$ cat src/cbp_pkg.sv
`timescale 1ns / 1ps
package cbp_pkg;

   typedef enum logic [1:0] {
      PH_HEAD = 2'd0,
      PH_ARG  = 2'd1,
      PH_STR  = 2'd2,
      PH_DONE = 2'd3
   } phase_type;

   typedef enum logic [1:0] {
      FSM_IDLE = 2'd0,
      FSM_READ = 2'd1,
      FSM_EVAL = 2'd2
   } fsm_type;

   typedef enum logic [2:0] {
      ST_BUSY      = 3'd0,
      ST_COMPLETE  = 3'd1,
      ST_MALFORMED = 3'd2,
      ST_TRUNCATED = 3'd3,
      ST_TOO_DEEP  = 3'd4
   } status_type;

   localparam logic [2:0] MAJ_BSTR  = 3'd2;
   localparam logic [2:0] MAJ_TSTR  = 3'd3;
   localparam logic [2:0] MAJ_ARRAY = 3'd4;
   localparam logic [2:0] MAJ_MAP   = 3'd5;
   localparam logic [2:0] MAJ_TAG   = 3'd6;

   localparam logic [4:0] AI_ONE_BYTE = 5'd24;
   localparam logic [4:0] AI_MAX_LEN  = 5'd27;
   localparam logic [4:0] DEPTH_RESET = 5'd16;

   // stack entry: children left, awaiting map value, level is map
   typedef struct packed {
      logic [63:0] children;
      logic        awaiting;
      logic        is_map;
   } entry_type;

endpackage

$ cat src/cbor_item_boundary_parser.sv
`timescale 1ns / 1ps
// A byte that needs no stack walk has its result registered directly; a byte that closes levels
// first walks the stack, with a read state then an evaluate state for each level visited.
// Throughput: one request at a time; the next is taken once the result is taken.
// The stack lives in a RAM with a single write port and a registered read.
// Synchronous active-high reset clears control state; the stack RAM is not cleared.
module cbor_item_boundary_parser #(
   parameter int NEST_DEPTH = 16
) (
   input  logic        clock,
   input  logic        reset,
   input  logic        req_valid,
   output logic        req_stall,
   input  logic [7:0]  req_data_byte,
   input  logic        req_first,
   input  logic        req_last,
   output logic        rsp_valid,
   input  logic        rsp_stall,
   output logic [2:0]  rsp_status,
   output logic        rsp_head_done,
   output logic [2:0]  rsp_head_major,
   output logic [63:0] rsp_head_argument,
   output logic [4:0]  rsp_nesting_level,
   input  logic        csr_wr_en,
   input  logic [4:0]  csr_wr_data
);
   import cbp_pkg::*;

   localparam int AW = NEST_DEPTH > 1 ? $clog2(NEST_DEPTH) : 1;
   localparam int LW = $clog2(NEST_DEPTH + 1);

   fsm_type        fsm_ff, fsm_in;
   phase_type      phase_ff, phase_in;
   logic [63:0]    acc_ff, acc_in;
   logic [3:0]     argl_ff, argl_in;
   logic [2:0]     hmaj_ff, hmaj_in;
   logic [63:0]    strl_ff, strl_in;
   logic [LW-1:0]  lvl_ff, lvl_in;
   logic [2:0]     err_ff, err_in;
   logic [4:0]     dl_ff;
   logic           last_ff, last_in;
   logic           hd_ff, hd_in;
   logic [2:0]     hm_ff, hm_in;
   logic [63:0]    ha_ff, ha_in;
   logic           rv_ff, rv_in;
   logic [2:0]     rst_ff, rst_in;
   logic           rhd_ff;
   logic [2:0]     rhm_ff;
   logic [63:0]    rha_ff;
   logic [LW-1:0]  rlvl_ff;

   logic           accept, finish, walk;
   logic [2:0]     fin_st, st;
   logic           wr_en;
   logic [AW-1:0]  wr_addr, rd_addr;
   entry_type      wr_data, rd_data;
   logic [LW-1:0]  top;

   // per-request scratch
   logic [LW-1:0]  lvl;
   logic [4:0]     ai;
   logic           hc, idn;
   logic [2:0]     hc_m;
   logic [63:0]    hc_a, cnt;

   assign req_stall = !(fsm_ff == FSM_IDLE && (!rv_ff || !rsp_stall));
   assign accept    = req_valid && !req_stall;
   assign top       = lvl_ff - LW'(1);
   assign rd_addr   = top[AW-1:0];

   cbp_ram #(.WIDTH($bits(entry_type)), .DEPTH(NEST_DEPTH)) u_stack (
      .clock   (clock),
      .wr_en   (wr_en),
      .wr_addr (wr_addr),
      .wr_data (wr_data),
      .rd_addr (rd_addr),
      .rd_data (rd_data)
   );

   always_comb begin
      phase_in = phase_ff;
      acc_in   = acc_ff;
      argl_in  = argl_ff;
      hmaj_in  = hmaj_ff;
      strl_in  = strl_ff;
      lvl_in   = lvl_ff;
      err_in   = err_ff;
      last_in  = last_ff;
      hd_in    = hd_ff;
      hm_in    = hm_ff;
      ha_in    = ha_ff;
      finish   = 1'b0;
      walk     = 1'b0;
      st       = ST_BUSY;
      wr_en    = 1'b0;
      wr_addr  = lvl_ff[AW-1:0];
      wr_data  = rd_data;
      lvl      = lvl_ff;
      ai       = req_data_byte[4:0];
      hc       = 1'b0;
      idn      = 1'b0;
      hc_m     = hmaj_ff;
      hc_a     = 64'd0;
      cnt      = rd_data.children - 64'd1;
      if (fsm_ff == FSM_IDLE && accept) begin
         last_in = req_last;
         hd_in   = 1'b0;
         hm_in   = 3'd0;
         ha_in   = 64'd0;
         if (req_first) begin
            phase_in = PH_HEAD;
            acc_in   = 64'd0;
            argl_in  = 4'd0;
            hmaj_in  = 3'd0;
            strl_in  = 64'd0;
            lvl_in   = '0;
            err_in   = ST_BUSY;
            lvl      = '0;
         end
         if (err_in != ST_BUSY) begin
            finish = 1'b1;
            st     = err_in;
         end else if (phase_in == PH_DONE) begin
            finish = 1'b1;
            st     = ST_COMPLETE;
         end else begin
            case (phase_in)
               PH_HEAD: begin
                  if (ai < AI_ONE_BYTE) begin
                     hc   = 1'b1;
                     hc_m = req_data_byte[7:5];
                     hc_a = {59'd0, ai};
                  end else if (ai <= AI_MAX_LEN) begin
                     hmaj_in  = req_data_byte[7:5];
                     acc_in   = 64'd0;
                     argl_in  = 4'd1 << ai[1:0];
                     phase_in = PH_ARG;
                  end else begin
                     st = ST_MALFORMED;
                  end
               end
               PH_ARG: begin
                  acc_in  = {acc_ff[55:0], req_data_byte};
                  argl_in = (argl_ff != 4'd0) ? argl_ff - 4'd1 : argl_ff;
                  if (argl_in == 4'd0) begin
                     hc   = 1'b1;
                     hc_m = hmaj_ff;
                     hc_a = acc_in;
                  end
               end
               default: begin
                  strl_in = (strl_ff != 64'd0) ? strl_ff - 64'd1 : strl_ff;
                  if (strl_in == 64'd0) begin
                     phase_in = PH_HEAD;
                     idn      = 1'b1;
                  end
               end
            endcase
            if (hc) begin
               hd_in    = 1'b1;
               hm_in    = hc_m;
               ha_in    = hc_a;
               phase_in = PH_HEAD;
               if (hc_m == MAJ_BSTR || hc_m == MAJ_TSTR) begin
                  if (hc_a == 64'd0) begin
                     idn = 1'b1;
                  end else begin
                     strl_in  = hc_a;
                     phase_in = PH_STR;
                  end
               end else if (hc_m == MAJ_ARRAY || hc_m == MAJ_MAP || hc_m == MAJ_TAG) begin
                  if (hc_m != MAJ_TAG && hc_a == 64'd0) begin
                     idn = 1'b1;
                  end else if (int'(lvl) >= int'(dl_ff) || int'(lvl) >= NEST_DEPTH) begin
                     st = ST_TOO_DEEP;
                  end else begin
                     wr_en            = 1'b1;
                     wr_addr          = lvl[AW-1:0];
                     wr_data.children = (hc_m == MAJ_TAG) ? 64'd1 : hc_a;
                     wr_data.awaiting = 1'b0;
                     wr_data.is_map   = (hc_m == MAJ_MAP);
                     lvl_in           = lvl + LW'(1);
                  end
               end else begin
                  idn = 1'b1;
               end
            end
            if (idn) begin
               if (lvl == '0) begin
                  phase_in = PH_DONE;
                  st       = ST_COMPLETE;
               end else begin
                  walk = 1'b1;
               end
            end
            finish = !walk;
         end
      end else if (fsm_ff == FSM_EVAL) begin
         wr_addr = top[AW-1:0];
         if (rd_data.is_map && !rd_data.awaiting) begin
            wr_en            = 1'b1;
            wr_data.awaiting = 1'b1;
            finish           = 1'b1;
         end else if (cnt != 64'd0) begin
            wr_en            = 1'b1;
            wr_data.children = cnt;
            wr_data.awaiting = 1'b0;
            finish           = 1'b1;
         end else begin
            lvl_in = top;
            if (top == '0) begin
               phase_in = PH_DONE;
               st       = ST_COMPLETE;
               finish   = 1'b1;
            end else begin
               walk = 1'b1;
            end
         end
      end
      fin_st = (st == ST_BUSY && last_in) ? ST_TRUNCATED : st;
      if (finish && fin_st >= ST_MALFORMED) begin
         err_in = fin_st;
      end
   end

   always_comb begin
      fsm_in = fsm_ff;
      case (fsm_ff)
         FSM_IDLE: if (walk) fsm_in = FSM_READ;
         FSM_READ: fsm_in = FSM_EVAL;
         FSM_EVAL: fsm_in = walk ? FSM_READ : FSM_IDLE;
         default:  fsm_in = FSM_IDLE;
      endcase
   end

   always_comb begin
      rv_in  = rv_ff && rsp_stall;
      rst_in = rst_ff;
      if (finish) begin
         rv_in  = 1'b1;
         rst_in = fin_st;
      end
   end

   always_ff @(posedge clock) begin
      if (reset) begin
         fsm_ff   <= FSM_IDLE;
         phase_ff <= PH_HEAD;
         acc_ff   <= 64'd0;
         argl_ff  <= 4'd0;
         hmaj_ff  <= 3'd0;
         strl_ff  <= 64'd0;
         lvl_ff   <= '0;
         err_ff   <= ST_BUSY;
         dl_ff    <= DEPTH_RESET;
         rv_ff    <= 1'b0;
      end else begin
         fsm_ff   <= fsm_in;
         phase_ff <= phase_in;
         acc_ff   <= acc_in;
         argl_ff  <= argl_in;
         hmaj_ff  <= hmaj_in;
         strl_ff  <= strl_in;
         lvl_ff   <= lvl_in;
         err_ff   <= err_in;
         rv_ff    <= rv_in;
         if (csr_wr_en) begin
            dl_ff <= csr_wr_data;
         end
      end
   end

   always_ff @(posedge clock) begin
      last_ff <= last_in;
      hd_ff   <= hd_in;
      hm_ff   <= hm_in;
      ha_ff   <= ha_in;
      rst_ff  <= rst_in;
      if (finish) begin
         rhd_ff  <= hd_in;
         rhm_ff  <= hm_in;
         rha_ff  <= ha_in;
         rlvl_ff <= lvl_in;
      end
   end

   assign rsp_valid         = rv_ff;
   assign rsp_status        = rst_ff;
   assign rsp_head_done     = rhd_ff;
   assign rsp_head_major    = rhm_ff;
   assign rsp_head_argument = rha_ff;
   assign rsp_nesting_level = 5'(rlvl_ff);

   a_level_bound: assert property (@(posedge clock) disable iff (reset)
      int'(lvl_ff) <= NEST_DEPTH) else $error("stack level beyond depth");

   a_eval_after_read: assert property (@(posedge clock) disable iff (reset)
      fsm_ff == FSM_EVAL |-> $past(fsm_ff) == FSM_READ)
      else $error("evaluate without prior read");

   a_walk_nonempty: assert property (@(posedge clock) disable iff (reset)
      fsm_ff != FSM_IDLE |-> lvl_ff != '0) else $error("walk on empty stack");

   a_no_head_no_arg: assert property (@(posedge clock) disable iff (reset)
      rv_ff && !rhd_ff |-> rha_ff == 64'd0 && rhm_ff == 3'd0)
      else $error("argument reported without head");
endmodule

$ cat src/cbp_ram.sv
`timescale 1ns / 1ps
module cbp_ram #(
   parameter int WIDTH = 8,
   parameter int DEPTH = 16
) (
   input  logic                                   clock,
   input  logic                                   wr_en,
   input  logic [(DEPTH > 1 ? $clog2(DEPTH) : 1)-1:0] wr_addr,
   input  logic [WIDTH-1:0]                       wr_data,
   input  logic [(DEPTH > 1 ? $clog2(DEPTH) : 1)-1:0] rd_addr,
   output logic [WIDTH-1:0]                       rd_data
);
   logic [WIDTH-1:0] mem [DEPTH];

   always_ff @(posedge clock) begin
      if (wr_en) begin
         mem[wr_addr] <= wr_data;
      end
      rd_data <= mem[rd_addr];
   end
endmodule
$ cat config.mk
export PLATFORM = sky130hd
export DESIGN_NAME = cbor_item_boundary_parser
export DESIGN_NICKNAME = d
export VERILOG_FILES = /design/src/cbp_pkg.sv /design/src/cbor_item_boundary_parser.sv /design/src/cbp_ram.sv
export SDC_FILE = /design/constraint.sdc
export NUM_CORES = 2
export LEC_CHECK = 0
export BUFFER_PORTS_ARGS = -buffer_cell sky130_fd_sc_hd__buf_2
export CORE_MARGIN = 2
export CORE_UTILIZATION = 55
export DETAILED_ROUTE_END_ITERATION = 7
export PLACE_DENSITY = 0.78
export SLEW_MARGIN = 20
export SYNTH_ARGS = -nofsm -noshare
export SYNTH_HDL_FRONTEND = slang
export SYNTH_SLANG_ARGS = --single-unit
$ cat constraint.sdc
create_clock -name clock -period 9.4 [get_ports clock]
set_input_delay 1.88 -clock clock [delete_from_list [all_inputs] [get_ports clock]]
set_output_delay 1.88 -clock clock [all_outputs]
set_load 0.05 [all_outputs]
==> metrics.txt <==
outcome=finished, final reports clean; Post-CTS Setup Inserts=0; CTS sink cnt=approximately 1400; Distinct cells, synth=between 80 and 90; global-route wire length before repair=around 240000 µm; Synth top area share=0.582; GPL Wtd Cong=0.998; NetSw=~0.0040 W; WHS Path Cells=2; min Tclk post-route=about 6600 ps; Post-Synth Simple-Gate Area=0.0972; asr flop ratio synth=0; total CTS buffers=around 140; drt wl/cell=slightly above 30 µm; Crit path arrival time=about 7100 ps; Crit Path Class=flip-flop to flip-flop; sw frac=0.266; Mapped Area=58400 µm²; GRT Total Usage=0.305; clk slew on worst S/H paths=roughly 60 ps; CTS root buffer=clkbuf_16; mux share of post-synthesis cell area=0.104; share of cells above drive strength 1=0.180; drt first pass iters=8; worst-path maximum fanout=a little over 40; Final period util=0.703; Slew Limit Fails=0; FMAX=151 MHz; post-synth top area cell=edfxtp_1; net count after synthesis=approximately 4000; Post-CTS Resized=0; Synth area leaders=edfxtp_1, mux4_2, dfxtp_1; YS warnings=0; vias in the first global route=between 30000 and 40000; Vias/cell=between 6 and 7; # port buffers=97; RSZ-0062 raised after global routing=false; later-pin clock latency in the skew report=770 ps; final wirelength=166000 µm; die footprint=approximately 110000 µm²; H-tree Lvls=4; initial antenna violation count=7; largest net degree at the start of global routing=148; CTS max path bufs=3; prevailing post-synth register cell=edfxtp_1; die width=approximately 330 µm; setup ws final=roughly 2800 ps; post-synthesis adder-cell area fraction=0.00278; maximum vdd drop=172 µV; register area share after synthesis=0.678; P per Cell Area=roughly 230 nW/µm²; Worst Skew=~31 ps; Final Hold Viols=0; Internal Power=between 0.01 and 0.015 W; # DRC=0; register share of total power=0.499; instance area at placement=roughly 60000 µm²; post-route cell area=about 65000 µm²; global route total overflow=0; fraction of synthesized cell area in xor and xnor cells=0.0115; clock network power share=0.367; final core utilization=0.621; crit path launch type=flip-flop; largest family of logic cells by synthesized area=multiplexers; dpl ws=approximately 2200 ps; Worst Hold Class=flip-flop to flip-flop; max-cap violation count=0; final net count=4025; total negative slack=0 ps; ANT nets after route=0; CP endpoint kind=flip-flop; # setup viols final=0; Compound-Gate Fraction of Synth Area=0.0855; via count=37987; Iteration-0 DRC Markers=5973; most common cell in the netlist=edfxtp_1; Slew Limit Headroom=0.168; number of flops mapped to enable cells by yosys=around 1100; Area growth syn-to-layout=12.0%; Synth top cells by count=edfxtp_1, nand2_1, dfxtp_1; syn_area_per_cell=14.8 µm²; number of filler cells placed in the layout=around 7200; Worst EP required=a little under 10000 ps; combinational share of power=0.134; Die H=between 300 and 400 µm; hpwl dp=just under 100000 µm; cts hold-fix bufs=0; core area=around 110000 µm²; Ports=between 90 and 100; Leakage=roughly 21 nW; # rows=119; actual slew at the worst max-slew pin=roughly 1200 ps; clock tree from TritonCTS=built; Starting Density=0.555; R2R cell count=13; register bit total from synthesis=~1400; Mapped Cells=3946
[critical path: stages (launching register included)]
cell and delay [ps]:
dfxtp_1 420, nor3_1 640, nand4_1 410, buf_4 320, or3_1 430, or4b_2 630, a21oi_1 480, o2111ai_1 530
nor4_1 670, a21oi_2 200, o22ai_1 690, nor2_4 320, buf_16 270, buf_12 230
[sequential cells by signal, indices dropped and copies added, names as in the netlist, 3 cells and up]
signal,flops
rsp_head_argument,64
lvl_ff,5
dl_ff,5
strl_ff,64
hmaj_ff,3
err_ff,3
u_stack.mem,1056
hm_ff,3
acc_ff,56
u_stack.rd_data,66
argl_ff,4
ha_ff,64
rsp_nesting_level,5
rsp_head_major,3
rsp_status,3
[metrics by stage]
| step | hold slack, ps | instances | total power (W) |
|---|---|---|---|
| after floorplan | 413 | 3946 | 0.00877 |
| after CTS | 457 | 5486 | 0.0149 |
| after global routing | 486 | 5490 | 0.0153 |
| final | 461 | 5492 | 0.0150 |
| after detailed placement | 448 | 5240 | 0.00950 |
| after global placement | 437 | 5231 | 0.00946 |
[placed cells by master (no fill, tap or decap), types with 92 or more instances in the layout]
| cell | synthesis | layout |
|---|---|---|
| clkbuf_16 | 0 | 140 |
| dfxtp_1 | 280 | 279 |
| nand2_1 | 298 | 296 |
| nor3_1 | 135 | 135 |
| buf_2 | 8 | 96 |
| a21oi_1 | 119 | 117 |
| o21ai_0 | 98 | 98 |
| a211oi_1 | 95 | 92 |
| nor2_1 | 267 | 245 |
| mux4_2 | 264 | 264 |
| edfxtp_1 | 1132 | 1132 |
[metal layers]
layer  global-route usage  vias up  wire length (µm)
met5                    0        -                41
met4                0.143        6              7990
met3               0.0691      512             19000
met2                0.476     2708             77800
met1                0.411    19015             60800
li1                     -    15746                 -
[path summary, 6_finish.rpt]
| path | from | end | slack [ps] |
|---|---|---|---|
| worst min-delay path | hd_ff | hd_ff | 460 |
| worst min register to register | hd_ff | hd_ff | 460 |
| worst max-delay path | u_stack.rd_data[14] | u_stack.mem[1][60] | 2800 |
| worst max register to register | u_stack.rd_data[14] | u_stack.mem[1][60] | 2800 |
[power by group through the flow]
stage                     Clock (W)  Combinational [W]  Sequential (W)
after CTS                   0.00553            0.00195         0.00745
after global routing        0.00575            0.00212         0.00747
after detailed placement          0            0.00193         0.00758
after floorplan                   0            0.00125         0.00752
after global placement            0            0.00189         0.00757
final                       0.00549            0.00200         0.00746
[area by class of cell]
type | instances | area [µm²] | area share
clock inverter | 69 | 691 | 0.0106
multi-input combinational | 2213 | 18000 | 0.274
clock buffer | 177 | 3730 | 0.0571
tap | 1391 | 1740 | 0.0266
sequential | 1412 | 39600 | 0.605
antenna | 2 | 5.00 | 0.0000765
timing repair buffer | 189 | 1540 | 0.0235
inverter | 39 | 146 | 0.00224
[cells by family after synthesis]
family / Yosys count
AO/OA/AOI/OAI: 714
buffers and inverters: 321
AND/OR/NAND/NOR: 1132
flip-flops: 1412
multiplexers: 277
XOR/XNOR: 77
adder cells (fa/ha/maj): 13
(Power assumes the default switching activity.)
